$ cat config.mk
export PLATFORM = sky130hd
export DESIGN_NAME = si_front
export DESIGN_NICKNAME = d
export VERILOG_FILES = /design/src/rtl/si_pkg.sv /design/src/rtl/si_front.sv
export SDC_FILE = /design/constraint.sdc
export NUM_CORES = 2
export LEC_CHECK = 0
export BUFFER_PORTS_ARGS = -buffer_cell sky130_fd_sc_hd__buf_4
export CAP_MARGIN = 20
export CORE_MARGIN = 1.5
export CORE_UTILIZATION = 53
export CTS_BUF_LIST = sky130_fd_sc_hd__clkbuf_16
export CTS_CLUSTER_SIZE = 14
export DETAILED_ROUTE_END_ITERATION = 10
export PLACE_DENSITY_LB_ADDON = 0.2
export SETUP_SLACK_MARGIN = 0.3
export SLEW_MARGIN = 0
export SYNTH_ARGS = -nofsm -noshare
export SYNTH_HDL_FRONTEND = slang
export SYNTH_SLANG_ARGS = --single-unit
$ cat constraint.sdc
create_clock -name clk_i -period 8.9 [get_ports clk_i]
set_input_delay 0.89 -clock clk_i [delete_from_list [all_inputs] [get_ports clk_i]]
set_output_delay 0.89 -clock clk_i [all_outputs]
set_load 0.02 [all_outputs]
$ cat src/rtl/si_pkg.sv
// ----------------------------------------------------------------------------
// si_pkg
// shared constants and control types for the segment intersection pipeline
// ----------------------------------------------------------------------------
`default_nettype none

package si_pkg;

  // width of one coordinate field on the input stream
  localparam int FIELD_W = 16;
  // width of one result coordinate
  localparam int OUT_W   = 24;
  localparam int OUT_MAX = 8388607;
  localparam int OUT_MIN = -8388608;

  // control bits that travel with every pipeline slot
  typedef struct packed {
    logic valid;
    logic par;    // determinant is zero
    logic neg_x;  // sign of the x quotient
    logic neg_y;  // sign of the y quotient
    logic ovf_x;  // x quotient too large, clamp
    logic ovf_y;  // y quotient too large, clamp
  } si_ctrl_t;

endpackage

`default_nettype wire

$ cat src/rtl/si_front.sv
// ----------------------------------------------------------------------------
// si_front
// direction vectors, cross products, determinant and line parameter numerator
// ----------------------------------------------------------------------------
`default_nettype none

module si_front #(
  parameter int CB = 16
) (
  input  wire logic                            clk_i,
  input  wire logic                            rst_ni,
  input  wire logic                            en_i,
  input  wire logic                            valid_i,
  input  wire logic [8*si_pkg::FIELD_W-1:0]    coords_i,
  output si_pkg::si_ctrl_t                     ctrl_o,
  output logic signed [2*CB+3-1:0]             det_o,
  output logic signed [2*CB+3-1:0]             tn_o,
  output logic signed [CB:0]                   dax_o,
  output logic signed [CB:0]                   day_o,
  output logic [10*CB-1:0]                     side_o
);
  import si_pkg::*;

  localparam int DW   = CB + 1;
  localparam int PW   = 2 * DW;
  localparam int DETW = PW + 1;
  localparam int EW   = (CB > FIELD_W) ? CB : FIELD_W;

  logic signed [CB-1:0] c [8];
  logic [EW-1:0]        ext [8];

  always_comb begin
    for (int i = 0; i < 8; i++) begin
      ext[i] = EW'(coords_i[i*FIELD_W +: FIELD_W]);
      c[i]   = signed'(ext[i][CB-1:0]);
    end
  end

  // stage 1: differences and bounding boxes
  logic                 v1_q;
  logic signed [DW-1:0] dax1_q, day1_q, dbx1_q, dby1_q, ex1_q, ey1_q;
  logic [10*CB-1:0]     side1_q;
  logic [10*CB-1:0]     side1_d;

  always_comb begin
    side1_d = {
      (c[5] < c[7]) ? c[7] : c[5], (c[5] < c[7]) ? c[5] : c[7],
      (c[4] < c[6]) ? c[6] : c[4], (c[4] < c[6]) ? c[4] : c[6],
      (c[1] < c[3]) ? c[3] : c[1], (c[1] < c[3]) ? c[1] : c[3],
      (c[0] < c[2]) ? c[2] : c[0], (c[0] < c[2]) ? c[0] : c[2],
      c[1], c[0]};
  end

  // stage 2: four products
  logic                 v2_q;
  logic signed [PW-1:0] p0_q, p1_q, p2_q, p3_q;
  logic signed [DW-1:0] dax2_q, day2_q;
  logic [10*CB-1:0]     side2_q;

  // stage 3: determinant and numerator
  logic                   v3_q;
  logic signed [DETW-1:0] det3_q, tn3_q;
  logic signed [DW-1:0]   dax3_q, day3_q;
  logic [10*CB-1:0]       side3_q;

  always_ff @(posedge clk_i or negedge rst_ni) begin
    if (!rst_ni) begin
      v1_q <= 1'b0;
      v2_q <= 1'b0;
      v3_q <= 1'b0;
    end else if (en_i) begin
      v1_q <= valid_i;
      v2_q <= v1_q;
      v3_q <= v2_q;
    end
  end

  always_ff @(posedge clk_i) begin
    if (en_i) begin
      dax1_q  <= DW'(c[2]) - DW'(c[0]);
      day1_q  <= DW'(c[3]) - DW'(c[1]);
      dbx1_q  <= DW'(c[6]) - DW'(c[4]);
      dby1_q  <= DW'(c[7]) - DW'(c[5]);
      ex1_q   <= DW'(c[4]) - DW'(c[0]);
      ey1_q   <= DW'(c[5]) - DW'(c[1]);
      side1_q <= side1_d;

      p0_q    <= PW'(dax1_q) * PW'(dby1_q);
      p1_q    <= PW'(day1_q) * PW'(dbx1_q);
      p2_q    <= PW'(ex1_q) * PW'(dby1_q);
      p3_q    <= PW'(ey1_q) * PW'(dbx1_q);
      dax2_q  <= dax1_q;
      day2_q  <= day1_q;
      side2_q <= side1_q;

      det3_q  <= DETW'(p0_q) - DETW'(p1_q);
      tn3_q   <= DETW'(p2_q) - DETW'(p3_q);
      dax3_q  <= dax2_q;
      day3_q  <= day2_q;
      side3_q <= side2_q;
    end
  end

  always_comb begin
    ctrl_o       = '0;
    ctrl_o.valid = v3_q;
    ctrl_o.par   = (det3_q == '0);
  end

  assign det_o  = det3_q;
  assign tn_o   = tn3_q;
  assign dax_o  = dax3_q;
  assign day_o  = day3_q;
  assign side_o = side3_q;

endmodule

`default_nettype wire

==> metrics <==
status=complete, no violations; critical path's slowest cell=edfxtp_1; CP Max Fanout=15; CTS root buffer=clkbuf_16; Sink Count=859; Post-CTS Setup Bufs=0; DP Area=84920 µm²; floorplan die height=390.9 µm; DR vias/cell=5.492; CTS tree=done; Placer Congestion=0.8993; Hold Buf Count CTS=1; Buf/Inv on CP=4; number of flops mapped to enable cells by yosys=856; routed wire length=202.9 mm; Initial Util=53.31%; Slew @ Worst Pin=1140 ps; vias in the first global route=55.33k; Tmin final=7607 ps; TritonCTS Buffers=96; Max Root-Sink Buffers=3; grt ovf=0; fill count=12.48k; initial antenna violation count=16; Area Growth Syn to Fin=10.57%; Clock Skew=47.13 ps; register bit total from synthesis=859; largest net degree at the start of global routing=185; CP endpoint kind=flip-flop; YS warnings=0; Worst Path Required=9370 ps; CP most frequent cell=fa_1; Pre-antenna DRT Iters=6; per-cell routed wire length=21.20 µm; total negative slack=0 ps; Die X=390.9 µm; Layout Nets=9301; max cap viols=0; first-pass GRT wire length=317.7 mm; Hold Crit Class=input pin to flip-flop; DR iter-0 viols=4096; Resized cells post-CTS=0; slowest stage delay, CP=800 ps; Peak Freq=131.5 MHz; Yosys cell types=95; final hold viol count=0; IO Port Bufs=397; Crit Path Class=flip-flop to flip-flop; RSZ-0062 raised after global routing=no; vias=52.56k; DRC Markers=0; Worst setup SP type=flip-flop; post-synthesis sequential area ratio=32.32%; row count=142; FFs w/ async S/R, synth=0.3492%; Clk pin slew, worst setup/hold paths=70 ps; Rel. slew slack=23.97%; fin crit share=85.48%; final setup vio count=0; layout cell share with drive strength beyond 1=8.914%; Worst EP arrival=8080 ps; Final Slew Violations=0; Final ANT Viol Nets=0; final instance area=88180 µm²; Most used DFF post-synth=edfxtp_1; Final HPWL DP=156.2 mm; Cell Chain, Critical Path=clkinv_1, buf_4, nor2_1, fa_1, fa_1, fa_1, fa_1, fa_1, inv_1, fa_1, inv_1, ha_1, a21o_1, a21o_1, a21oi_1, o21ba_2, o221a_2, o31ai_1, a21o_1, a21oi_1, xnor2_1; IO Count=402; Die Footprint=152800 µm²; GR Util All Layers=27.26%; worst skew pair latency=730 ps; Crit path max-delay family=adder cells; H-Tree Level Count=3; Floorplan Core Area=149600 µm²; synthesized netlist cell count=7133; Avg Inst Size Synth=11.18 µm²; synthesized area=79760 µm²
per-layer routing:
metal  vias up  global-route usage, %  share of wire [%]
met5         -                      0              0.013
met4         4                  9.211                3.4
met3       316                  5.826                8.2
met2      1921                  42.94                 46
met1     26870                  37.65                 43
li1      23460                      -                  -
cell usage after synthesis (59+ instances only):
cell,instances,share of area (%)
nor2_1,215,1.0
fa_1,1192,30
xnor2_1,203,2.2
o21ai_0,103,0.65
a21oi_1,172,1.1
ha_1,508,8.0
and2_1,591,4.6
nand2_1,634,3.0
xor2_1,62,0.68
edfxtp_1,856,32
o211ai_1,61,0.57
clkbuf_1,213,1.0
inv_1,1463,6.9
nand2b_1,59,0.46
a21o_1,119,1.1
kinds of logic (layout without fill, tap and decap cells):
group | count (synthesis) | in the layout | synth area share, %
AOI/OAI and AO/OA | 773 | 773 | 6.681
buffers and inverters | 1695 | 2109 | 8.049
adders and majority gates | 1700 | 1700 | 37.89
muxes | 74 | 74 | 1.042
other | 1 | 9 | 0.004702
DFF | 859 | 859 | 32.32
xor gates and xnor gates | 265 | 265 | 2.910
and+or+nand+nor | 1766 | 1766 | 11.10
final cells by class:
cell class                      count  area (µm²)  share of cell area [%]
Tap cell                         2016        2522                   2.860
Timing Repair Buffer              465        3546                   4.021
Sequential cell                   859       25780                   29.23
Multi-Input combinational cell   4582       47590                   53.97
Inverter                         1465        5499                   6.236
Clock buffer                       96        2402                   2.724
Antenna cell                        5       12.51                 0.01419
Clock inverter                     83       829.5                  0.9407
registers in the layout, indices dropped and copies added, names as in the netlist, 34 cells and up:
| register | count |
|---|---|
| side1_q | 160 |
| side2_q | 160 |
| side_o | 160 |
| det_o | 35 |
| tn_o | 35 |
| p0_q | 34 |
| p1_q | 34 |
| p2_q | 34 |
| p3_q | 34 |
layout by cell type, fill, tap and decap left out, drive strengths merged, types with 9 or more instances in the layout:
master    Yosys  layout
o21a         36      36
fa         1192    1192
buf          17     464
nand2       634     634
a22oi        32      32
nor3         58      58
o21ai       138     138
clkinvlp      0       9
nor4         17      17
a221oi       20      20
nor2        216     216
inv        1463    1486
nand2b       59      59
xnor2       203     203
nand4        38      38
nor2b        39      39
a21boi       16      16
and2        591     591
o31a         20      20
a211oi       24      24
xor2         62      62
o211ai       63      63
a21oi       175     175
clkinv        2      43
or3          16      16
and3         26      26
o21bai       19      19
clkbuf      213      96
mux2         66      66
edfxtp      856     856
a31oi        22      22
bufinv        0      10
ha          508     508
nand3        45      45
a21o        119     119
a221o        17      17
o31ai        13      13
final timing paths:
path | startpoint | to | slack [ps] | depth (start not counted)
setup / recovery | dby1_q[16]$_DFFE_PP_ | p0_q[31]$_DFFE_PP_ | 1290 | 21
hold / removal | coords_i[15] | side1_q[15]$_DFFE_PP_ | 360 | 1
setup reg to reg | dby1_q[16]$_DFFE_PP_ | p0_q[31]$_DFFE_PP_ | 1290 | 21
hold reg to reg | side2_q[119]$_DFFE_PP_ | side_o[119]$_DFFE_PP_ | 390 | 0
max in group asynchronous | rst_ni | v2_q$_DFFE_PN0P_ | 8300 | 2
min in group asynchronous | rst_ni | v3_q$_DFFE_PN0P_ | 510 | 2
through the flow:
stage          worst slack (ps)  instances  hold slack [ps]  util [%]
3_3_place_gp               1538       9385            400.2     56.76
6_report                   1293       9571            363.6     58.95
4_1_cts                    1320       9565            316.4     58.93
5_1_grt                   968.5       9567            341.5     58.94
2_1_floorplan              2544       7136            400.3         -
3_5_place_dp               1376       9385            404.5     56.76
Power is not shown: default switching activity piles up to over one toggle a cycle in this logic, so the estimate is an artifact.
