### config.mk
export PLATFORM = sky130hd
export DESIGN_NAME = si_numer
export DESIGN_NICKNAME = d
export VERILOG_FILES = /design/src/rtl/si_pkg.sv /design/src/rtl/si_numer.sv
export SDC_FILE = /design/constraint.sdc
export NUM_CORES = 2
export LEC_CHECK = 0
export BUFFER_PORTS_ARGS = -buffer_cell sky130_fd_sc_hd__buf_2
export CAP_MARGIN = 20
export CORE_MARGIN = 3
export CORE_UTILIZATION = 30
export DETAILED_ROUTE_END_ITERATION = 16
export PLACE_DENSITY_LB_ADDON = 0.05
export SLEW_MARGIN = 5
export SYNTH_ARGS = -nofsm -noshare
export SYNTH_HDL_FRONTEND = slang
export SYNTH_SLANG_ARGS = --single-unit
export TNS_END_PERCENT = 10
### constraint.sdc
create_clock -name clk_i -period 6.9 [get_ports clk_i]
set_input_delay 1.725 -clock clk_i [delete_from_list [all_inputs] [get_ports clk_i]]
set_output_delay 1.725 -clock clk_i [all_outputs]
set_load 0.02 [all_outputs]
### src/rtl/si_pkg.sv
// ----------------------------------------------------------------------------
// si_pkg
// shared constants and control types for the segment intersection pipeline
// ----------------------------------------------------------------------------
`default_nettype none

package si_pkg;

  // width of one coordinate field on the input stream
  localparam int FIELD_W = 16;
  // width of one result coordinate
  localparam int OUT_W   = 24;
  localparam int OUT_MAX = 8388607;
  localparam int OUT_MIN = -8388608;

  // control bits that travel with every pipeline slot
  typedef struct packed {
    logic valid;
    logic par;    // determinant is zero
    logic neg_x;  // sign of the x quotient
    logic neg_y;  // sign of the y quotient
    logic ovf_x;  // x quotient too large, clamp
    logic ovf_y;  // y quotient too large, clamp
  } si_ctrl_t;

endpackage

`default_nettype wire

### src/rtl/si_numer.sv
// ----------------------------------------------------------------------------
// si_numer
// signs, magnitudes, scaled and rounded dividends, overflow detection
// ----------------------------------------------------------------------------
`default_nettype none

module si_numer #(
  parameter int CB = 16,
  parameter int FB = 8,
  parameter int QB = 26
) (
  input  wire logic                       clk_i,
  input  wire logic                       rst_ni,
  input  wire logic                       en_i,
  input  wire si_pkg::si_ctrl_t           ctrl_i,
  input  wire logic signed [2*CB+3-1:0]   det_i,
  input  wire logic signed [2*CB+3-1:0]   tn_i,
  input  wire logic signed [CB:0]         dax_i,
  input  wire logic signed [CB:0]         day_i,
  input  wire logic [10*CB-1:0]           side_i,
  output si_pkg::si_ctrl_t                ctrl_o,
  output logic [2*CB:0]                   dm_o,
  output logic [2*CB:0]                   rem_x_o,
  output logic [2*CB:0]                   rem_y_o,
  output logic [QB-1:0]                   nlo_x_o,
  output logic [QB-1:0]                   nlo_y_o,
  output logic [10*CB-1:0]                side_o
);
  import si_pkg::*;

  localparam int RW = 2 * CB + 1;
  localparam int MW = 3 * CB + 1;
  localparam int NW = MW + FB + 1;
  localparam int HW = NW - QB;
  localparam int CW = (HW > RW) ? HW : RW;

  logic signed [2*CB+3-1:0] det_abs, tn_abs;
  logic signed [CB:0]       dax_abs, day_abs;

  always_comb begin
    det_abs = det_i[2*CB+2] ? -det_i : det_i;
    tn_abs  = tn_i[2*CB+2] ? -tn_i : tn_i;
    dax_abs = dax_i[CB] ? -dax_i : dax_i;
    day_abs = day_i[CB] ? -day_i : day_i;
  end

  // stage 4: magnitude products
  si_ctrl_t      c4_d, c4_q;
  logic [RW-1:0] dm4_q;
  logic [MW-1:0] mx4_q, my4_q;
  logic [10*CB-1:0] side4_q;

  // quotient signs follow the operand signs
  always_comb begin
    c4_d       = ctrl_i;
    c4_d.neg_x = (dax_i[CB] ^ tn_i[2*CB+2]) ^ det_i[2*CB+2];
    c4_d.neg_y = (day_i[CB] ^ tn_i[2*CB+2]) ^ det_i[2*CB+2];
  end

  // stage 5: rounded dividends
  logic [NW-1:0] nx, ny;
  logic [CW-1:0] hx, hy, dmw;
  si_ctrl_t      c5_d, c5_q;
  logic [RW-1:0] dm5_q, rx5_q, ry5_q;
  logic [QB-1:0] lx5_q, ly5_q;
  logic [10*CB-1:0] side5_q;

  always_comb begin
    nx   = (NW'(mx4_q) << FB) + NW'(dm4_q >> 1);
    ny   = (NW'(my4_q) << FB) + NW'(dm4_q >> 1);
    hx   = CW'(nx[NW-1:QB]);
    hy   = CW'(ny[NW-1:QB]);
    dmw  = CW'(dm4_q);
    c5_d = c4_q;
    c5_d.ovf_x = (hx >= dmw);
    c5_d.ovf_y = (hy >= dmw);
  end

  always_ff @(posedge clk_i or negedge rst_ni) begin
    if (!rst_ni) begin
      c4_q <= '0;
      c5_q <= '0;
    end else if (en_i) begin
      c4_q <= c4_d;
      c5_q <= c5_d;
    end
  end

  always_ff @(posedge clk_i) begin
    if (en_i) begin
      dm4_q   <= det_abs[RW-1:0];
      mx4_q   <= MW'(dax_abs[CB-1:0]) * MW'(tn_abs[RW-1:0]);
      my4_q   <= MW'(day_abs[CB-1:0]) * MW'(tn_abs[RW-1:0]);
      side4_q <= side_i;

      dm5_q   <= dm4_q;
      rx5_q   <= hx[RW-1:0];
      ry5_q   <= hy[RW-1:0];
      lx5_q   <= nx[QB-1:0];
      ly5_q   <= ny[QB-1:0];
      side5_q <= side4_q;
    end
  end

  assign ctrl_o  = c5_q;
  assign dm_o    = dm5_q;
  assign rem_x_o = rx5_q;
  assign rem_y_o = ry5_q;
  assign nlo_x_o = lx5_q;
  assign nlo_y_o = ly5_q;
  assign side_o  = side5_q;

endmodule

`default_nettype wire

==> flow_summary.json <==
{
  "status": "complete, but fails checks",
  "failed_checks": "setup timing",
  "clock_skew_ps": 28.1,
  "worstSkewPairLatency_ps": 650,
  "grt_max_degree": 103,
  "ff_latch_area_sq_mm": 0.0178,
  "hp-class": "flop to flop",
  "nNetsFinal": 8273,
  "cts_tree": "done",
  "endpoint_kind": "flop",
  "min-delay-start": "side4_q[157]",
  "cp.arrival_ps": 9850,
  "r2r-start": "dm4_q[10]",
  "min_to": "side_o[157]",
  "grt_pass1_vias": 45718,
  "die_h_um": 442,
  "cts.sinks": 594,
  "crit_fanout": 4,
  "fin_hold_ws_ps": 402,
  "avgSynthCellArea_sq_um": 10.5,
  "via_per_inst": 4.62,
  "synth-seq-area-share": 0.312,
  "rsz0062_at_grt": "yes",
  "required_ps": 7300,
  "r2r-end": "ctrl_o[1]",
  "layout_common_cells": "inv_1 (935), fa_1 (844), buf_4 (806)",
  "globalplace.congestion": 0.881,
  "dp_hpwl_um": 179000,
  "drive_gt1_frac": 0.279,
  "crit_top_cell": "fa_1",
  "cts.clk_slew.worst_paths_ps": 70,
  "setup_slack_ps": -2550,
  "fmax_ghz": 0.106,
  "startpoint_type": "input pin",
  "r2r_slack_ps": 1010,
  "core_area_sq_mm": 0.188,
  "htreeDepth": 3,
  "hold_viol_final": 0,
  "hold_buffers": 0,
  "synth-edff-count": 584,
  "grt.overflow.total": 0,
  "synth_area_sq_mm": 0.0570,
  "crit_path_max_incr_delay_ps": 540,
  "fill_cells": 18720,
  "cts_buffer_depth": 3,
  "cts-root-buf": "clkbuf_16",
  "synth_flop_cell": "edfxtp_1",
  "drc": 0,
  "placed_cell_area_sq_mm": 0.0703,
  "antenna_left": 0,
  "grt_pass1_wl_um": 309000,
  "crit_type": "input pin to flop",
  "cts-buffers-inserted": 67,
  "reg2reg_depth": 18,
  "min_path_cells": 0,
  "synth-warning-count": 0,
  "synthToLayoutAreaGrowth_pct": 30.5,
  "design_area_sq_mm": 0.0744,
  "wl_per_cell_um": 22.5,
  "initial_core_util": 0.303,
  "cp_slowest_cell": "fa_1",
  "period_share": 1.37,
  "async_flop_share": 0.0168,
  "io_buffers": 581,
  "vias": 43075,
  "worst_pin_slew_ps": 902,
  "routed_wl_um": 210000,
  "dieArea_sq_mm": 0.195,
  "timing.final.crit_period_ps": 9450,
  "final_common_cell": "inv_1",
  "dieWidth_um": 442,
  "io_pins": 590,
  "finalSetupViolCount": 78,
  "first_pass_iters": 5,
  "drt_iter0_markers": 2619,
  "synth-seq-cells": 594,
  "grt_use_total": 0.215,
  "rows": 159,
  "antenna_found_initial": 9,
  "netlist_instances": 5409,
  "pre_cts_ws_ps": -3470,
  "drv_cap": 0,
  "multiInputGateArea_sq_mm": 0.0366,
  "worst_slew_margin_rel": 0.394,
  "netlist-cell-type-count": 73,
  "slew_viol_final": 0
}
==> cells by family (layout without fill, tap and decap cells) <==
| group | count (synthesis) | in the layout | share of synthesized area |
|---|---|---|---|
| AO/OA/AOI/OAI | 546 | 546 | 0.0621 |
| XOR/XNOR | 322 | 322 | 0.0499 |
| adder cells (fa/ha/maj) | 1224 | 1224 | 0.383 |
| buffers and inverters | 1169 | 2586 | 0.0783 |
| flip-flops | 594 | 594 | 0.312 |
| multiplexers | 9 | 9 | 0.00176 |
| other | 1 | 6 | 0.0000658 |
| AND/OR/NAND/NOR | 1544 | 1544 | 0.113 |
==> worst max-delay path by stage <==
stage	slack, ps	startpoint	end	cells past startpoint
after floorplan	-2720	tn_i[1]	my4_q[45]	30
after global placement	-3420	tn_i[1]	my4_q[47]	32
after detailed placement	-3470	tn_i[0]	mx4_q[46]	35
after CTS	-2550	tn_i[0]	my4_q[40]	31
after global routing	-2740	tn_i[0]	my4_q[40]	31
final	-2550	tn_i[0]	my4_q[47]	30
==> registers in the layout (all words and copies together), names as in the netlist <==
| name | flops |
|---|---|
| nlo_x_o | 18 |
| rem_x_o | 32 |
| c4_q | 4 |
| my4_q | 49 |
| ctrl_o | 6 |
| mx4_q | 49 |
| side_o | 160 |
| rem_y_o | 32 |
| dm_o | 33 |
| dm4_q | 33 |
| side4_q | 160 |
| nlo_y_o | 18 |
==> timing repair <==
action	4_1_cts	5_1_grt
gates resized for setup	171	143
buffers inserted	29	34
pin swaps	71	88
setup endpoints to repair	79	81
cloned	1	0
==> synth_stat cells (all sizes together) (17+ instances only) <==
library cell | number | area share
a211oi | 17 | 0.0022
a21o | 85 | 0.011
a21oi | 146 | 0.013
a31oi | 22 | 0.0024
and2 | 37 | 0.0041
and3 | 24 | 0.0026
buf | 25 | 0.0030
clkbuf | 190 | 0.013
edfxtp | 584 | 0.31
fa | 866 | 0.30
ha | 358 | 0.079
inv | 953 | 0.063
nand2 | 748 | 0.049
nand2b | 27 | 0.0030
nand3 | 53 | 0.0047
nand4 | 31 | 0.0034
nor2 | 520 | 0.034
nor2b | 18 | 0.0020
nor3 | 32 | 0.0028
o21a | 23 | 0.0030
o21ai | 117 | 0.010
o21bai | 26 | 0.0034
o31ai | 27 | 0.0038
xnor2 | 206 | 0.032
xor2 | 116 | 0.018
==> per-layer routing <==
layer,GRT usage,part of all wire,vias up
met5,0,0.00012,-
li1,-,-,19896
met2,0.364,0.48,1070
met1,0.291,0.45,21917
met3,0.0322,0.050,188
met4,0.0474,0.024,4
==> layout make-up <==
type                            count  area share
Clock buffer                       80      0.0235
Tap cell                         2495      0.0420
Antenna cell                        4    0.000135
Sequential cell                   594       0.239
Inverter                          954      0.0482
Clock inverter                     40     0.00553
Multi-Input combinational cell   3647       0.492
Timing Repair Buffer             1512       0.149
==> stage by stage <==
step / TNS, ps / util / cells
final: -149830 / 0.395 / 9326
after global routing: -166610 / 0.395 / 9322
after CTS: -147510 / 0.390 / 9291
after detailed placement: -223840 / 0.373 / 9144
after global placement: -221270 / 0.373 / 9144
after floorplan: -151060 / - / 5410
==> worst max-delay path, delay by kind of cell <==
kind,cells,cell delay (ps)
buffers and inverters,8,690
AOI/OAI and AO/OA,5,1420
adders and majority gates,7,3320
and+or+nand+nor,8,2280
xor gates and xnor gates,2,390
Power is not shown: default switching activity piles up to over one toggle a cycle in this logic, so the estimate is an artifact.
