[src/rtl/si_pkg.sv]
// ----------------------------------------------------------------------------
// si_pkg
// shared constants and control types for the segment intersection pipeline
// ----------------------------------------------------------------------------
`default_nettype none

package si_pkg;

  // width of one coordinate field on the input stream
  localparam int FIELD_W = 16;
  // width of one result coordinate
  localparam int OUT_W   = 24;
  localparam int OUT_MAX = 8388607;
  localparam int OUT_MIN = -8388608;

  // control bits that travel with every pipeline slot
  typedef struct packed {
    logic valid;
    logic par;    // determinant is zero
    logic neg_x;  // sign of the x quotient
    logic neg_y;  // sign of the y quotient
    logic ovf_x;  // x quotient too large, clamp
    logic ovf_y;  // y quotient too large, clamp
  } si_ctrl_t;

endpackage

`default_nettype wire

[src/rtl/si_finish.sv]
// ----------------------------------------------------------------------------
// si_finish
// point assembly, bounding box test, saturation and output register
// ----------------------------------------------------------------------------
`default_nettype none

module si_finish #(
  parameter int CB = 16,
  parameter int FB = 8,
  parameter int QB = 26
) (
  input  wire logic                        clk_i,
  input  wire logic                        rst_ni,
  input  wire logic                        en_i,
  input  wire si_pkg::si_ctrl_t            ctrl_i,
  input  wire logic [QB-1:0]               q_x_i,
  input  wire logic [QB-1:0]               q_y_i,
  input  wire logic [10*CB-1:0]            side_i,
  output logic                             valid_o,
  output logic                             hit_o,
  output logic                             par_o,
  output logic [si_pkg::OUT_W-1:0]         cross_x_o,
  output logic [si_pkg::OUT_W-1:0]         cross_y_o
);
  import si_pkg::*;

  localparam int PXW = QB + 2;

  logic [QB:0]           qmx, qmy;
  logic signed [PXW-1:0] px_d, py_d;

  always_comb begin
    qmx  = ctrl_i.ovf_x ? {1'b1, {QB{1'b0}}} : {1'b0, q_x_i};
    qmy  = ctrl_i.ovf_y ? {1'b1, {QB{1'b0}}} : {1'b0, q_y_i};
    px_d = (PXW'(signed'(side_i[0 +: CB])) <<< FB)
         + (ctrl_i.neg_x ? -signed'(PXW'(qmx)) : signed'(PXW'(qmx)));
    py_d = (PXW'(signed'(side_i[CB +: CB])) <<< FB)
         + (ctrl_i.neg_y ? -signed'(PXW'(qmy)) : signed'(PXW'(qmy)));
  end

  // stage f1
  si_ctrl_t              c1_q;
  logic signed [PXW-1:0] px_q, py_q;
  logic [8*CB-1:0]       box_q;

  always_ff @(posedge clk_i) begin
    if (en_i) begin
      px_q  <= px_d;
      py_q  <= py_d;
      box_q <= side_i[10*CB-1:2*CB];
    end
  end

  function automatic logic signed [PXW-1:0] scale_bound(input logic [CB-1:0] b);
    scale_bound = PXW'(signed'(b)) <<< FB;
  endfunction

  function automatic logic [OUT_W-1:0] sat(input logic signed [PXW-1:0] v);
    if (v > PXW'(OUT_MAX)) begin
      sat = OUT_W'(OUT_MAX);
    end else if (v < PXW'(OUT_MIN)) begin
      sat = OUT_W'(OUT_MIN);
    end else begin
      sat = v[OUT_W-1:0];
    end
  endfunction

  logic in_ax, in_ay, in_bx, in_by, hit_d;

  always_comb begin
    in_ax = (px_q >= scale_bound(box_q[0*CB +: CB])) && (px_q <= scale_bound(box_q[1*CB +: CB]));
    in_ay = (py_q >= scale_bound(box_q[2*CB +: CB])) && (py_q <= scale_bound(box_q[3*CB +: CB]));
    in_bx = (px_q >= scale_bound(box_q[4*CB +: CB])) && (px_q <= scale_bound(box_q[5*CB +: CB]));
    in_by = (py_q >= scale_bound(box_q[6*CB +: CB])) && (py_q <= scale_bound(box_q[7*CB +: CB]));
    hit_d = !c1_q.par && in_ax && in_ay && in_bx && in_by;
  end

  // stage f2 is the output register
  always_ff @(posedge clk_i or negedge rst_ni) begin
    if (!rst_ni) begin
      c1_q    <= '0;
      valid_o <= 1'b0;
    end else if (en_i) begin
      c1_q    <= ctrl_i;
      valid_o <= c1_q.valid;
    end
  end

  always_ff @(posedge clk_i) begin
    if (en_i) begin
      hit_o     <= hit_d;
      par_o     <= c1_q.par;
      cross_x_o <= c1_q.par ? '0 : sat(px_q);
      cross_y_o <= c1_q.par ? '0 : sat(py_q);
    end
  end

endmodule

`default_nettype wire

[config.mk]
export PLATFORM = sky130hd
export DESIGN_NAME = si_finish
export DESIGN_NICKNAME = d
export VERILOG_FILES = /design/src/rtl/si_pkg.sv /design/src/rtl/si_finish.sv
export SDC_FILE = /design/constraint.sdc
export NUM_CORES = 1
export LEC_CHECK = 0
export ABC_CLOCK_PERIOD_IN_PS = 2550
export BUFFER_PORTS_ARGS = -buffer_cell sky130_fd_sc_hd__buf_4
export CAP_MARGIN = 15
export CORE_MARGIN = 3
export CORE_UTILIZATION = 40
export DETAILED_ROUTE_END_ITERATION = 10
export PLACE_DENSITY = 0.69
export SKIP_CTS_REPAIR_TIMING = 1
export SKIP_LAST_GASP = 1
export SYNTH_ARGS = -nofsm -noshare
export SYNTH_HDL_FRONTEND = slang
export SYNTH_SLANG_ARGS = --single-unit
export TNS_END_PERCENT = 50
[constraint.sdc]
create_clock -name clk_i -period 2.55 [get_ports clk_i]
set_input_delay 0.1275 -clock clk_i [delete_from_list [all_inputs] [get_ports clk_i]]
set_output_delay 0.1275 -clock clk_i [all_outputs]
set_load 0.01 [all_outputs]
==> flow_summary.toml, run 1 <==
[synthesis]
syn_nets = 1736
synth_edf_count = 234
synth.distinct_cells = 66
async_flop_share_pct = 1.266
syn_area_um2 = 14740
synthCells = 1311
yosys_most_used_dff = "edfxtp_1"
yosysSeqAreaShare_pct = 48.19
yosys.area.top_type = "edfxtp_1"
ys_warn_count = 0
ys_seq_elements = 237
avgSynthCellArea_um2 = 11.24
synth_top_cell_area_share_pct = 47.68
synthTopCellsByArea = "edfxtp_1 (48%), ha_1 (17%), inv_1 (3.5%), a21oi_1 (3.0%), o21a_1 (2.8%)"

[global_route]
grt_pass1_vias = 12140
overflow = 0
antenna_found_initial = 5
busiest_layer = "met2"
grt_max_degree = 72
grt_use_met3_pct = 4.866
use_met2_pct = 34.02
grt_first_pass_wirelength_um = 63200
use_met1_pct = 26.21
groute.usage.overall_pct = 20.52

[sta]
holdWs_ps = -28.86
finalHoldViolations = 1
drv_slew = 0
finalWorstSetupSlack_ps = -1107
rsz0062_at_grt = "yes"
worstMarginPinSlew_ps = 877.9
timing.fmax_mhz = 273.4
setup_viol = 22
setup_tns_ps = -12460
fin_crit_sh_pct = 143.4
skew_ps = 24.25
finalCriticalPeriod_ps = 3657
slew_headroom_pct = 41.26

[final_layout]
seq_area_um2 = 7102
syn_to_final_growth_pct = 49.02
drive_gt1_share_pct = 32.36
final_cell_area_um2 = 21960
final_cells = 2455
nNetsFinal = 2393
multi_input_area_um2 = 7407
fillerInstances = 2860

[pwr]
p_leak_nw = 9.952
power_mw = 13.92
p_per_area_nw_per_um2 = 633.8
ir_worst_vdd_uv = 498.2

[floorplanning]
core_um2 = 35910
start_util_pct = 41.03
die_w_um = 197.9
die_h_um = 197.9
fp.dieArea_um2 = 39180
ios = 272
rows = 69

[cts]
clock_latency_ps = 550
cts_made_buffers = 28
cts_max_path_buffers = 3
cts.clk_slew.worst_paths_ps = 60
htree_levels = 1
cts_root_buffer = "clkbuf_16"
cts.sinks = 237
cts_tree = "built"

[worst_setup_path]
cp.arrival_ps = 3940
crit_type = "in2reg"
required_ps = 2830
start_kind = "input pin"
worst-r2r-cell-count = 10
reg2reg_slack_ps = -220
setup.worst_path.end_class = "flop"
cp_max_fo = 4

[placed_design]
dp_hpwl_um = 33650
dpl_cell_area_um2 = 19200
place.gp.congestion = 0.8892
io_buffers = 271
place_inst = 2255

[routing]
wl_um = 44850
final_antenna_net_count = 0
drc = 0
vias = 12800
wire_per_inst_um = 18.27
firstDrtPassIters = 7
vias_per_cell = 5.212
first_iter_violations = 631

[job]
drv_cap = 0

[hold_path]
hold_class = "in2reg"
holdPathStages = 2

[run_status]
outcome = "finished with violations"
violations = "negative hold slack, negative setup slack"
[routing by layer]
layer	vias up	wire length, um
met5	-	9
met4	2	1507
met3	103	3039
met2	397	21840
met1	6084	18450
li1	6210	-
[where the power goes]
part	switching [mW]	total, mW	internal [mW]
clock network	1.70	4.39	2.69
logic	2.08	4.33	2.26
registers	0.352	5.20	4.85
total	4.12	13.9	9.79
[metrics by stage]
stage	hold slack, ps	setup WS, ps	util, %
after floorplan	-168.1	-1427	-
after global placement	-82.22	-1670	53.46
after detailed placement	-77.70	-1728	53.46
after CTS	-662.9	-1172	56.30
after global routing	-41.34	-1297	61.14
final	-28.86	-1107	61.14
[layout make-up]
cell class / instances / area share, %
Sequential cell: 237 / 32.34
Clock buffer: 29 / 3.305
Inverter: 141 / 2.467
Multi-Input combinational cell: 910 / 33.73
Tap cell: 461 / 2.627
Antenna cell: 4 / 0.04558
Clock inverter: 23 / 1.333
Timing Repair Buffer: 650 / 24.15
[state kept, by name, summed over array words and instances (netlist names)]
register,cells
cross_x_o,24
hit_o,1
box_q,128
valid_o,1
py_q,28
c1_q,2
px_q,28
par_o,1
cross_y_o,24
[synthesized netlist by cell type, types with 3 or more instances]
cell type,n
or3_1,8
mux2_2,3
nor3_1,22
edfxtp_1,234
nand2b_1,13
nor2_1,62
a311oi_1,4
nand3b_1,4
o2111ai_1,3
o21bai_1,7
inv_1,139
and2_1,3
nor2b_1,37
nand4_1,39
xnor2_1,47
o21a_1,55
and3_1,9
or2_2,4
dfrtp_1,3
a21oi_1,88
clkbuf_1,18
a21o_1,50
o31ai_1,11
ha_1,202
a31oi_1,10
o211ai_1,12
o311ai_0,3
buf_6,3
a211oi_1,12
nand3_1,16
xor2_1,24
o21ai_0,57
nand2_1,50
a21boi_0,4
nor4_1,17
[kinds of logic (layout without fill, tap and decap cells)]
kind of cell             count (synthesis)  count (layout)  synth area share (%)
AO/OA/AOI/OAI                          338             338                 15.04
AND/OR/NAND/NOR                        293             293                 10.48
flip-flops                             237             237                 48.19
adder cells (fa/ha/maj)                204             204                 17.42
buffers and inverters                  164             843                 4.356
XOR/XNOR                                71              71                 4.220
multiplexers                             4               4                0.2972
other                                    0               4                     0
[layout by cell type (no fill, tap or decap), drive strengths merged, types with 22 or more instances in the layout]
cell         instances
a21o                50
dlygate4sd3        135
inv                142
a21oi               88
xnor2               47
o21ai               58
nand2               50
nor2b               37
edfxtp             234
o21a                55
ha                 202
nand4               39
buf                515
nor3                22
xor2                24
clkbuf              29
nor2                62
[worst max-delay path: stages]
cell	delay, ps
buf_6	90
or3_4	370
or4_4	450
nor4_4	160
o21a_1	170
o21ai_2	70
or3_4	350
a21oi_2	140
a311oi_2	60
ha_1	360
a21oi_2	230
nand2_1	100
o41a_1	410
a41o_1	210
nor2_2	130
o21ai_2	80
a21o_1	190
a21oi_2	140
xnor2_1	80
[final timing paths]
path                             to        from
setup / recovery           py_q[26]    q_y_i[5]
hold / removal              py_q[9]  side_i[17]
setup reg to reg              hit_o    py_q[18]
hold reg to reg             c1_q[5]     c1_q[5]
max in group asynchronous   c1_q[5]      rst_ni
min in group asynchronous   c1_q[4]      rst_ni
Note: power is estimated with default switching activity, not from simulation.
==> run 2: changes to the inputs <==
- ABC_CLOCK_PERIOD_IN_PS: 2550 -> 3450
- HOLD_SLACK_MARGIN: not set -> 0.12
- clock period: 2.55 -> 3.45 ns (I/O delays scaled with it)
==> run 2 against run 1 <==
  * Core utilization down 3.3 points
  * Hold slack better by 110 ps
  * Die area stayed put
  * Largest power group unchanged
  * Power decreased by 31%
  * First-iteration DRC count rose by 12%
  * The flow finishes with violations (negative setup slack)
  * Design area fell by 5.4%
  * Count of clock-buffer cells in the layout grew 1
  * Routed wire length shrank 4.3%
==> flow_summary.toml, run 2 (synthesis gave the netlist of run 1 again) <==
[routing]
vias = 12340
drc = 0
vias_per_cell = 5.240
final_antenna_net_count = 0
wire_per_inst_um = 18.22
wl_um = 42910
firstDrtPassIters = 4
first_iter_violations = 704

[sta]
worstMarginPinSlew_ps = 1104
skew_ps = 19.98
drv_slew = 0
finalCriticalPeriod_ps = 3664
slew_headroom_pct = 26.41
fin_crit_sh_pct = 106.2
setup_tns_ps = -802.3
finalWorstSetupSlack_ps = -214.2
finalHoldViolations = 0
rsz0062_at_grt = "yes"
timing.fmax_mhz = 272.9
setup_viol = 6

[pwr]
p_per_area_nw_per_um2 = 463.1
p_leak_nw = 9.324
ir_worst_vdd_uv = 354.1
power_mw = 9.616

[worst_setup_path]
cp.arrival_ps = 3970
cp_max_fo = 3
start_kind = "input pin"
setup.worst_path.end_class = "flop"
required_ps = 3760
crit_type = "in2reg"

[placed_design]
place_inst = 2150
place.gp.congestion = 0.8799
dp_hpwl_um = 31810
io_buffers = 271
dpl_cell_area_um2 = 18320
pre_cts_slack_ps = -867.4

[cts]
cts_root_buffer = "clkbuf_16"
cts_made_buffers = 29
cts.sinks = 237
clock_latency_ps = 560
htree_levels = 1
cts_max_path_buffers = 3
cts_tree = "built"
cts.clk_slew.worst_paths_ps = 60

[floorplanning]
start_util_pct = 41.03
die_w_um = 197.9
core_um2 = 35910
rows = 69
fp.dieArea_um2 = 39180
die_h_um = 197.9
ios = 272

[final_layout]
reg_top3 = "box_q (128), px_q (28), py_q (28)"
final_cell_area_um2 = 20760
final_cell_mix = "buf_4 (398), edfxtp_1 (234), ha_1 (200)"
final_common_cell = "buf_4"
nNetsFinal = 2293
drive_gt1_share_pct = 25.78
regMostFlops = "box_q"
largest_reg_flops = 128
final_cells = 2355
syn_to_final_growth_pct = 40.90

[global_route]
groute.usage.overall_pct = 20.14
grt_max_degree = 100
antenna_found_initial = 4
overflow = 0
grt_first_pass_wirelength_um = 62660
grt_pass1_vias = 11900

[job]
drv_cap = 0

[run_status]
violations = "negative setup slack"
outcome = "finished with violations"

[hold_path]
hold_class = "in2reg"
[run 2: cell count changes in the layout (fill, tap and decap cells not counted), moves of 4 or more]
cell / delta
buf_6: -9
dlygate4sd3_1: +9
buf_4: -102
a21oi_2: -7
and3_1: +4
a21oi_1: +7
nand2_1: +5
bufinv_16: -4
clkinv_2: +4
and3_4: -4
[run 2: path summary, 6_finish.rpt]
path                            end  startpoint  slack, ps  depth (start not counted)
setup / recovery           py_q[27]    q_y_i[5]       -210                         20
hold / removal              py_q[7]    q_y_i[7]         80                          4
setup reg to reg              hit_o    py_q[27]        440                          9
hold reg to reg             c1_q[5]     c1_q[5]        510                          1
max in group asynchronous   valid_o      rst_ni       2780                          3
min in group asynchronous   c1_q[4]      rst_ni        520                          3
[run 2: final cells by class]
class	count	area, um^2
Timing Repair Buffer	549	4542
Clock buffer	30	729.5
Clock inverter	22	187.7
Antenna cell	5	12.51
Sequential cell	237	7102
Tap cell	461	576.8
Fill cell	2908	15150
Inverter	141	534.3
Multi-Input combinational cell	910	7079
[run 2: per-layer routing]
| layer | track usage (%) | part of all wire [%] | vias up | routed length [um] |
|---|---|---|---|---|
| met2 | 33.84 | 48 | 352 | 20780 |
| li1 | - | - | 6013 | - |
| met1 | 26.14 | 42 | 5889 | 18230 |
| met3 | 4.373 | 5.8 | 87 | 2482 |
| met5 | 0 | 0 | - | 0 |
| met4 | 6.239 | 3.3 | 0 | 1412 |
[run 2: power breakdown]
| group | total, mW | internal, mW | leakage (nW) | switching [mW] |
|---|---|---|---|---|
| Combinational | 2.75 | 1.41 | 6.53 | 1.34 |
| Sequential | 3.92 | 3.58 | 2.35 | 0.336 |
| Clock | 2.94 | 1.69 | 0.445 | 1.25 |
[run 2: metrics by stage]
step	hold WS (ps)	util, %
floorplan	-123.1	-
global placement	-36.14	51.00
detailed placement	-35.06	51.00
CTS	-633.1	53.56
global route	124.2	57.81
finish	79.37	57.81
[run 2: critical path, stage by stage]
cell	delay, ps
buf_6	90
or3_4	380
or4_4	450
nor4_4	160
o21a_1	170
o21ai_2	70
or3_4	350
a21oi_2	140
a311oi_2	60
ha_1	340
buf_4	160
and3_4	170
and3_1	180
a211oi_2	270
a21oi_2	110
a21oi_2	190
o21ai_1	80
a21oi_1	200
a21oi_1	100
xnor2_1	120
