--- src/rtl/si_pkg.sv ---
// ----------------------------------------------------------------------------
// si_pkg
// shared constants and control types for the segment intersection pipeline
// ----------------------------------------------------------------------------
`default_nettype none

package si_pkg;

  // width of one coordinate field on the input stream
  localparam int FIELD_W = 16;
  // width of one result coordinate
  localparam int OUT_W   = 24;
  localparam int OUT_MAX = 8388607;
  localparam int OUT_MIN = -8388608;

  // control bits that travel with every pipeline slot
  typedef struct packed {
    logic valid;
    logic par;    // determinant is zero
    logic neg_x;  // sign of the x quotient
    logic neg_y;  // sign of the y quotient
    logic ovf_x;  // x quotient too large, clamp
    logic ovf_y;  // y quotient too large, clamp
  } si_ctrl_t;

endpackage

`default_nettype wire

--- src/rtl/si_div_stage.sv ---
// ----------------------------------------------------------------------------
// si_div_stage
// one restoring division step for the x and y lanes, one quotient bit each
// ----------------------------------------------------------------------------
`default_nettype none

module si_div_stage #(
  parameter int RW = 33,
  parameter int QB = 26,
  parameter int SW = 160
) (
  input  wire logic          clk_i,
  input  wire logic          rst_ni,
  input  wire logic          en_i,
  input  wire si_pkg::si_ctrl_t ctrl_i,
  input  wire logic [RW-1:0] dm_i,
  input  wire logic [RW-1:0] rem_x_i,
  input  wire logic [RW-1:0] rem_y_i,
  input  wire logic [QB-1:0] nlo_x_i,
  input  wire logic [QB-1:0] nlo_y_i,
  input  wire logic [QB-1:0] q_x_i,
  input  wire logic [QB-1:0] q_y_i,
  input  wire logic [SW-1:0] side_i,
  output si_pkg::si_ctrl_t   ctrl_o,
  output logic [RW-1:0]      dm_o,
  output logic [RW-1:0]      rem_x_o,
  output logic [RW-1:0]      rem_y_o,
  output logic [QB-1:0]      nlo_x_o,
  output logic [QB-1:0]      nlo_y_o,
  output logic [QB-1:0]      q_x_o,
  output logic [QB-1:0]      q_y_o,
  output logic [SW-1:0]      side_o
);
  import si_pkg::*;

  logic [RW:0] tx, ty, dmx;
  logic        gx, gy;
  logic [RW:0] sx, sy;

  always_comb begin
    tx  = {rem_x_i, nlo_x_i[QB-1]};
    ty  = {rem_y_i, nlo_y_i[QB-1]};
    dmx = {1'b0, dm_i};
    gx  = (tx >= dmx);
    gy  = (ty >= dmx);
    sx  = gx ? tx - dmx : tx;
    sy  = gy ? ty - dmx : ty;
  end

  si_ctrl_t c_q;

  always_ff @(posedge clk_i or negedge rst_ni) begin
    if (!rst_ni) begin
      c_q <= '0;
    end else if (en_i) begin
      c_q <= ctrl_i;
    end
  end

  always_ff @(posedge clk_i) begin
    if (en_i) begin
      dm_o    <= dm_i;
      rem_x_o <= sx[RW-1:0];
      rem_y_o <= sy[RW-1:0];
      nlo_x_o <= nlo_x_i << 1;
      nlo_y_o <= nlo_y_i << 1;
      q_x_o   <= {q_x_i[QB-2:0], gx};
      q_y_o   <= {q_y_i[QB-2:0], gy};
      side_o  <= side_i;
    end
  end

  assign ctrl_o = c_q;

endmodule

`default_nettype wire

--- config.mk ---
export PLATFORM = sky130hd
export DESIGN_NAME = si_div_stage
export DESIGN_NICKNAME = d
export VERILOG_FILES = /design/src/rtl/si_pkg.sv /design/src/rtl/si_div_stage.sv
export SDC_FILE = /design/constraint.sdc
export NUM_CORES = 1
export LEC_CHECK = 0
export BUFFER_PORTS_ARGS = -buffer_cell sky130_fd_sc_hd__buf_2
export CORE_AREA = 2 2 284 286
export DETAILED_ROUTE_END_ITERATION = 10
export DIE_AREA = 0 0 286 288
export PLACE_DENSITY = 0.38
export SLEW_MARGIN = 20
export SYNTH_ARGS = -nofsm -noshare
export SYNTH_HDL_FRONTEND = slang
export SYNTH_SLANG_ARGS = --single-unit
--- constraint.sdc ---
create_clock -name clk_i -period 2 [get_ports clk_i]
set_input_delay 0 -clock clk_i [delete_from_list [all_inputs] [get_ports clk_i]]
set_output_delay 0 -clock clk_i [all_outputs]
set_load 0.005 [all_outputs]
==> flow_summary.json, run 1 <==
{
  "finalClockSkew_ns": 0,
  "core_sq_um": 79600,
  "clkTransAtPathRegs_ns": 0.06,
  "firstDrtPassIters": 5,
  "highest_layer": "met5",
  "dr_wl_met2_um": 41400,
  "ys_warn_count": 0,
  "tightest_slew_ns": 0.706,
  "vias": 14700,
  "min_path_type": "input pin to register",
  "crit_slowest_cell": "a2111o_1",
  "violations": "negative hold slack, negative setup slack",
  "setup_viol": 68,
  "cts_root_buf": "clkbuf_16",
  "numCtsBuffers": 46,
  "cp_common_cell": "inv_12",
  "cp_slowest_stage_delay_ns": 0.42,
  "worstPathArrival_ns": 2.90,
  "cp-start-kind": "input pin",
  "cts_tree": "done",
  "synth_seq_cells": 367,
  "hold_viol_final": 1,
  "nNetsFinal": 2909,
  "ys_seq_area_frac": 0.698,
  "die_x_um": 286,
  "placed_cell_area_sq_um": 23100,
  "drt-met1-wl_um": 30900,
  "rows": 104,
  "grt_max_degree": 74,
  "wirelength_um": 81900,
  "gr-total-overflow": 0,
  "synth-edff-count": 361,
  "wl_per_cell_um": 22.9,
  "dp_slack_ns": -1.41,
  "start_util": 0.198,
  "h-tree-depth": 2,
  "fmax_mhz": 388,
  "drcViolationCount": 0,
  "critPathRequiredTime_ns": 2.33,
  "ys.flop_type": "edfxtp_1",
  "hold_slack_ns": -0.182,
  "portBuffers": 736,
  "die_h_um": 288,
  "outcome": "complete, but fails checks",
  "drt_iter0_drc": 740,
  "ant_nets": 0,
  "rsz0062_at_grt": "yes",
  "syn2layout_area_growth_pct": 84.0,
  "fin_crit_sh": 1.29,
  "synthDistinctLibCells": 72,
  "dp_hpwl_um": 65500,
  "clock_latency_ns": 0.57,
  "ioPinCount": 741,
  "maxCapViolCount": 0,
  "endpoint_kind": "register",
  "drv_slew": 0,
  "maxSlewHeadroom": 0.524,
  "clockBufferDepth": 3,
  "grt_pass1_vias": 15500,
  "path_buf_inv": 5,
  "ir_worst_vdd_mv": 0.532,
  "hold_buffers": 369,
  "grt_pass1_wl_um": 111000,
  "cts.sinks": 367,
  "viasPerCell": 4.10,
  "crit_chain": "buf_8, inv_12, ha_4, inv_2, fa_2, a21o_1, a221oi_2, buf_4, o221ai_4, a2111o_1, a211oi_2, o31a_4, o21a_4, inv_12, mux2_1",
  "dr_wl_met3_um": 7940,
  "crit_family": "compound AO/OA/AOI/OAI gates",
  "p_per_area_nw_per_um2": 814,
  "p_total_mw": 23.6,
  "tns_ns": -30.40,
  "place.gp.congestion": 0.905,
  "p_leak_nw": 12.8,
  "antenna_found_initial": 26,
  "n_fill_cell": 7960,
  "setup_ws_ns": -0.577,
  "async_flop_share": 0.0163,
  "crit_type": "input pin to register",
  "path_max_fanout": 27,
  "dieArea_sq_um": 82400,
  "period_needed_ns": 2.58,
  "syn_avg_cell_area_sq_um": 15.3,
  "grtUsageTotal": 0.190,
  "drive_gt1_frac": 0.491,
  "synth.cell_area_sq_um": 15700,
  "final_area_sq_um": 29000,
  "netlist_instances": 1027
}
[placed cells by master, fill, tap and decap left out, types with 12 or more instances in the layout]
master / instances
a21oi_1: 51
mux2_4: 36
clkbuf_16: 47
a21o_1: 37
nor3_1: 15
buf_2: 731
ha_1: 60
nand2_1: 40
nor2_1: 47
dlygate4sd3_1: 369
xnor2_1: 32
nand4_1: 13
o21a_1: 12
o21ai_0: 32
edfxtp_1: 361
inv_1: 53
nand3_1: 16
xor2_1: 15
buf_4: 294
[per-layer routing]
layer | GRT usage | vias up
li1 | - | 6877
met1 | 0.212 | 7130
met2 | 0.340 | 549
met3 | 0.0708 | 89
met4 | 0.0433 | 12
met5 | 0.0122 | -
[layout make-up]
class | instances | area [sq um] | share of cell area
Multi-Input combinational cell | 575 | 4810 | 0.166
Timing Repair Buffer | 1419 | 9950 | 0.344
Antenna cell | 9 | 22.5 | 0.000778
Inverter | 60 | 268 | 0.00925
Tap cell | 1060 | 1330 | 0.0458
Clock buffer | 59 | 1240 | 0.0429
Sequential cell | 367 | 11000 | 0.380
Clock inverter | 27 | 343 | 0.0118
[report_power, final]
group / internal (mW) / switching (mW) / leakage [nW]
Sequential: 9.31 / 0.224 / 3.60
Clock: 5.33 / 3.59 / 0.771
Combinational: 2.70 / 2.43 / 8.46
Total: 17.3 / 6.25 / 12.8
[path summary, 6_finish.rpt]
path	cells past startpoint	endpoint	start	slack, ns
setup / recovery	15	rem_y_o[8]	nlo_y_i[25]	-0.58
hold / removal	3	rem_y_o[0]	nlo_y_i[25]	-0.18
setup reg to reg	1	ctrl_o[0]	ctrl_o[0]	1.24
hold reg to reg	1	ctrl_o[5]	ctrl_o[5]	0.50
max in group asynchronous	3	ctrl_o[0]	rst_ni	1.38
min in group asynchronous	3	ctrl_o[5]	rst_ni	0.38
[cells by family (layout without fill, tap and decap cells)]
group	after synthesis	count (layout)	synth area share
buffers and inverters	86	1565	0.0230
other	1	11	0.000238
DFF	367	367	0.698
AOI/OAI and AO/OA	223	223	0.0964
and+or+nand+nor	179	179	0.0564
adders and majority gates	68	68	0.0550
xor gates and xnor gates	47	47	0.0262
muxes	56	56	0.0444
[repair_timing]
action	CTS	global route
pin swaps	24	12
setup endpoints to repair	68	68
cloned	2	0
endpoints found under the hold margin	395	1
buffers inserted	15	9
gates resized for setup	70	15
[tightest hold or removal path: cells and delay by family]
| family | cells | cell delay, ns |
|---|---|---|
| buffers and inverters | 2 | 0.15 |
| muxes | 1 | 0.07 |
[state kept, by name (all words and copies together), names as in the netlist]
signal	flops
dm_o	33
nlo_y_o	25
nlo_x_o	25
q_y_o	26
rem_y_o	33
rem_x_o	33
q_x_o	26
ctrl_o	6
side_o	160
[synth_stat cells, types with 18 or more instances]
cell	number	area, sq um
a21oi_1	57	285
nor2_1	48	180
mux2_4	19	285
edfxtp_1	361	10800
o21ai_0	34	170
xnor2_1	32	280
mux2_1	22	248
clkbuf_1	18	67.6
inv_1	58	218
ha_1	66	826
a21o_1	37	278
nand2_1	40	150
[metrics by stage]
step / utilization / cells
6_report: 0.364 / 3576
2_1_floorplan: - / 1028
4_1_cts: 0.362 / 3562
3_5_place_dp: 0.290 / 3092
3_3_place_gp: 0.290 / 3092
5_1_grt: 0.364 / 3572
No activity file was read; power rests on OpenSTA's default activity.
==> inputs of run 2 (changes only) <==
Clock period 2 ns to 3 ns, I/O delays scaled along.
==> flow_summary.json, run 2 (synthesized netlist as in run 1, its figures left out) <==
{
  "crit_chain": "dlygate4sd3_1, buf_2, fa_1, a211oi_1, nor2_1, o211ai_1, a211oi_2, o2111a_1, o31a_1, nor2_4, inv_2, buf_12, mux2_1",
  "ioPinCount": 741,
  "period_needed_ns": 2.93,
  "p_per_area_nw_per_um2": 534,
  "hold_viol_final": 1,
  "wl_per_cell_um": 23.1,
  "regMostFlops": "side_o",
  "n_fill_cell": 8118,
  "layout_common_cells": "buf_2 (735), dlygate4sd3_1 (375), edfxtp_1 (361), buf_4 (149), ha_1 (65)",
  "worstPathArrival_ns": 3.25,
  "outcome": "complete, but fails checks",
  "violations": "negative hold slack",
  "grt_max_degree": 88,
  "final_area_sq_um": 27100,
  "finalClockSkew_ns": 0,
  "final_cells": 3416,
  "reg2reg_from": "ctrl_o[3]",
  "dp.cells": 2952,
  "fmax_mhz": 341,
  "tns_ns": 0,
  "ir_worst_vdd_mv": 0.380,
  "path_max_fanout": 15,
  "tightest_slew_ns": 0.732,
  "start_util": 0.198,
  "critPathLaunch": "rem_x_i[0]",
  "seqCellArea_sq_um": 11000,
  "syn2layout_area_growth_pct": 72.2,
  "portBuffers": 736,
  "final_core_util": 0.340,
  "grt_pass1_vias": 14600,
  "place.gp.congestion": 0.894,
  "cp-start-kind": "input pin",
  "vias": 14000,
  "maxSlewHeadroom": 0.509,
  "viasPerCell": 4.11,
  "crit_type": "input pin to register",
  "cp_slowest_stage_delay_ns": 0.54,
  "clockBufferDepth": 3,
  "dieArea_sq_um": 82400,
  "cts_tree": "done",
  "drive_gt1_frac": 0.433,
  "firstDrtPassIters": 5,
  "holdPathStages": 3,
  "layout_commonest_cell": "buf_2",
  "drt_iter0_drc": 775,
  "min_path_type": "input pin to register",
  "fin_crit_sh": 0.977,
  "cts_root_buf": "clkbuf_16",
  "hp-start": "nlo_y_i[25]",
  "clkTransAtPathRegs_ns": 0.06,
  "die_x_um": 286,
  "core_sq_um": 79600,
  "drv_slew": 0,
  "hold_slack_ns": -0.123,
  "h-tree-depth": 2,
  "antenna_found_initial": 20,
  "dp_hpwl_um": 63100,
  "gr-total-overflow": 0,
  "crit_slowest_cell": "dlygate4sd3_1",
  "maxCapViolCount": 0,
  "r2r-end": "ctrl_o[3]",
  "critPathRequiredTime_ns": 3.32,
  "placed_cell_area_sq_um": 21900,
  "r2r_slack_ns": 1.69,
  "cts.sinks": 367,
  "worstRegToRegCells": 2,
  "multiInputGateArea_sq_um": 4460,
  "ant_nets": 0,
  "endpoint_kind": "register",
  "die_h_um": 288,
  "grt_pass1_wl_um": 106000,
  "largest_reg_flops": 160,
  "min_to": "rem_y_o[0]",
  "drcViolationCount": 0,
  "rows": 104,
  "setup_viol": 0,
  "numCtsBuffers": 45,
  "p_leak_nw": 11.8,
  "nNetsFinal": 2759,
  "wirelength_um": 78900,
  "clock_latency_ns": 0.57,
  "grtUsageTotal": 0.181
}
==> run 2: changes by cell type in the layout (fill, tap and decap cells not counted), sizes merged <==
cell	delta
dlygate4sd3	+6
clkbuf	-5
clkinvlp	+2
bufinv	-7
buf	-157
diode	-3
clkinv	+3
inv	+1
==> run 2: final cells by class <==
cell class,count,area share
tap,1060,0.0489
clock buffer,54,0.0428
antenna,6,0.000554
multi-input combinational,575,0.164
timing repair inverter,2,0.000646
clock inverter,24,0.00596
timing repair buffer,1268,0.322
sequential,367,0.406
inverter,60,0.00923
==> run 2: worst max path at each step <==
stage / end / slack [ns] / depth (start not counted)
3_5_place_dp: rem_y_o[1] / -0.50 / 16
5_1_grt: rem_x_o[13] / -0.03 / 13
4_1_cts: rem_y_o[1] / 0.004 / 13
3_3_place_gp: rem_y_o[6] / -0.49 / 16
2_1_floorplan: rem_y_o[10] / -0.15 / 15
6_report: rem_x_o[11] / 0.07 / 13
==> run 2: critical path: cells and delay by family <==
family | cells | cell delay, ns
buf+inv | 4 | 0.92
fa+ha+maj | 1 | 0.43
mux | 1 | 0.32
compound gates | 5 | 1.34
simple gates | 2 | 0.20
==> run 2: stage by stage <==
step | power [mW] | setup WS [ns]
after global placement | 9.09 | -0.491
after detailed placement | 9.07 | -0.500
after global routing | 15.2 | -0.0314
after floorplan | 7.42 | -0.151
after CTS | 14.7 | 0.00391
final | 14.5 | 0.0689
==> run 2: where the power goes <==
group / internal, mW / total (mW) / switching [mW]
Combinational: 1.53 / 3.04 / 1.51
Clock: 2.77 / 5.08 / 2.30
Sequential: 6.21 / 6.36 / 0.156
==> run 2: routing by layer <==
metal / global-route usage / vias up / share of wire
met2: 0.311 / 519 / 0.49
met4: 0.0648 / 8 / 0.039
li1: - / 6541 / -
met1: 0.208 / 6855 / 0.39
met5: 0 / - / 0.00060
met3: 0.0607 / 119 / 0.083
==> run 2: what timing repair did <==
item                                    in CTS  in global routing
resized for setup                            0                 11
endpoints found under the setup margin       0                 36
hold endpoints to repair                   421                  2
setup buffers                                0                  3
hold buffers                               374                  1
==> inputs of run 3 (changes only) <==
Settings changed: CAP_MARGIN set to 5, PLACE_DENSITY 0.38 to 0.39.
Clock period 3 ns to 2.5 ns, I/O delays scaled along.
==> flow_summary.json, run 3 (synthesized netlist as in run 1, its figures left out) <==
{
  "outcome": "complete, but fails checks",
  "violations": "negative setup slack",
  "p_per_area_nw_per_um2": 664,
  "place.gp.congestion": 0.885,
  "cp_slowest_stage_delay_ns": 0.40,
  "start_util": 0.198,
  "final_core_util": 0.357,
  "dp_slack_ns": -0.890,
  "clock_latency_ns": 0.56,
  "die_x_um": 286,
  "fin_crit_sh": 1.03,
  "numCtsBuffers": 46,
  "endpoint_kind": "register",
  "regMostFlops": "side_o",
  "path_max_fanout": 22,
  "setup_ws_ns": -0.0740,
  "rsz0062_at_grt": "yes",
  "holdPathStages": 4,
  "drv_slew": 0,
  "ant_nets": 0,
  "die_h_um": 288,
  "hold_viol_final": 0,
  "cts.sinks": 367,
  "crit_family": "compound AO/OA/AOI/OAI gates",
  "maxSlewHeadroom": 0.541,
  "cp_common_cell": "a211oi_2",
  "drt_iter0_drc": 686,
  "crit_slowest_cell": "fa_2",
  "period_needed_ns": 2.57,
  "antenna_found_initial": 31,
  "cp-start-kind": "input pin",
  "portBuffers": 736,
  "finalClockSkew_ns": 0,
  "nNetsFinal": 2855,
  "drive_gt1_frac": 0.473,
  "grt_pass1_vias": 15000,
  "cts_tree": "done",
  "p_leak_nw": 12.5,
  "tightest_slew_ns": 0.671,
  "path_buf_inv": 4,
  "core_sq_um": 79600,
  "grtUsageTotal": 0.189,
  "crit_type": "input pin to register",
  "r2r-end": "ctrl_o[1]",
  "viasPerCell": 4.08,
  "min_path_type": "input pin to register",
  "r2r_slack_ns": 1.18,
  "fmax_mhz": 389,
  "h-tree-depth": 2,
  "wl_per_cell_um": 23.2,
  "ioPinCount": 741,
  "min_to": "rem_x_o[17]",
  "wirelength_um": 81800,
  "ir_worst_vdd_mv": 0.410,
  "grt_pass1_wl_um": 110000,
  "dieArea_sq_um": 82400,
  "seqCellArea_sq_um": 11000,
  "worstRegToRegCells": 2,
  "grt_max_degree": 73,
  "reg2reg_from": "ctrl_o[1]",
  "largest_reg_flops": 160,
  "clkTransAtPathRegs_ns": 0.05,
  "rows": 104,
  "maxCapViolCount": 0,
  "setup_viol": 48,
  "multiInputGateArea_sq_um": 4650,
  "crit_chain": "buf_8, buf_6, ha_4, inv_2, fa_2, a211oi_2, nor2_2, o211ai_1, a211oi_2, o2111a_1, o31a_1, nor2_4, inv_8, mux2_4",
  "n_fill_cell": 8021,
  "dp_hpwl_um": 66500,
  "cts_root_buf": "clkbuf_16",
  "syn2layout_area_growth_pct": 80.4,
  "clockBufferDepth": 3,
  "critPathRequiredTime_ns": 2.81,
  "layout_common_cells": "buf_2 (732), dlygate4sd3_1 (374), edfxtp_1 (361), buf_4 (240), ha_1 (62)",
  "worstPathArrival_ns": 2.89,
  "gr-total-overflow": 0,
  "layout_commonest_cell": "buf_2",
  "hp-start": "rem_x_i[32]",
  "vias": 14400,
  "drcViolationCount": 0,
  "firstDrtPassIters": 5
}
[run 3: changes by cell type in the layout (fill, tap and decap cells not counted), moves of 5 or more]
cell	before	now
bufinv_16	0	9
diode_2	6	11
mux2_4	19	35
buf_6	0	8
clkinv_1	8	3
buf_4	149	240
mux2_1	22	7
[run 3: cell type report]
cell class / instances / area share
inverters: 60 / 0.00952
clock inverters: 27 / 0.0141
well taps: 1060 / 0.0467
flip-flops and latches: 367 / 0.387
clock buffers: 58 / 0.0432
diodes: 11 / 0.000970
multi-input cells: 575 / 0.164
repair buffers: 1365 / 0.335
[run 3: worst max-delay path by stage]
| stage | startpoint | endpoint | slack (ns) | cells after the start |
|---|---|---|---|---|
| 3_5_place_dp | nlo_y_i[25] | rem_y_o[6] | -0.89 | 15 |
| 2_1_floorplan | nlo_y_i[25] | rem_y_o[10] | -0.65 | 15 |
| 5_1_grt | nlo_y_i[25] | rem_y_o[3] | -0.19 | 15 |
| 4_1_cts | nlo_y_i[25] | rem_y_o[3] | -0.04 | 15 |
| 3_3_place_gp | nlo_y_i[25] | rem_y_o[8] | -0.89 | 15 |
| 6_report | dm_i[0] | rem_x_o[23] | -0.07 | 14 |
[run 3: worst min-delay path, stage by stage]
cell and delay, ns:
buf_2 0.14, nor2_1 0.16, nand3_1 0.12, o21ai_1 0.06
[run 3: power breakdown]
group	leakage [nW]	internal [mW]	switching [mW]
Clock	0.788	4.43	2.86
Sequential	3.60	7.45	0.192
Combinational	8.13	2.04	1.88
[run 3: per-layer routing]
layer  global-route usage  vias to the layer above  share of wire
met2                0.344                      504           0.51
met3               0.0809                      109          0.096
met1                0.201                     6998           0.37
met4               0.0408                       20          0.021
met5                    0                        -         0.0016
li1                     -                     6750              -
[run 3: stage by stage]
| step | power (mW) | TNS (ns) | cells | area, sq um | hold slack [ns] |
|---|---|---|---|---|---|
| final | 18.8 | -1.75 | 3523 | 28400 | 0.0806 |
| after CTS | 19.1 | -0.571 | 3509 | 28200 | 0.0451 |
| after floorplan | 8.97 | -23.62 | 1028 | 15900 | -0.296 |
| after global placement | 11.1 | -47.35 | 3044 | 22700 | -0.159 |
| after detailed placement | 11.1 | -49.40 | 3044 | 22700 | -0.155 |
| after global routing | 19.7 | -7.42 | 3519 | 28400 | 0.0498 |
[run 3: what timing repair did]
| item | CTS | global route |
|---|---|---|
| setup endpoints to repair | 55 | 60 |
| setup buffers | 8 | 5 |
| gates resized for setup | 15 | 35 |
| cloned | 0 | 0 |
| pin swaps | 9 | 18 |
| endpoints found under the hold margin | 405 | 1 |
| hold buffers | 373 | 1 |
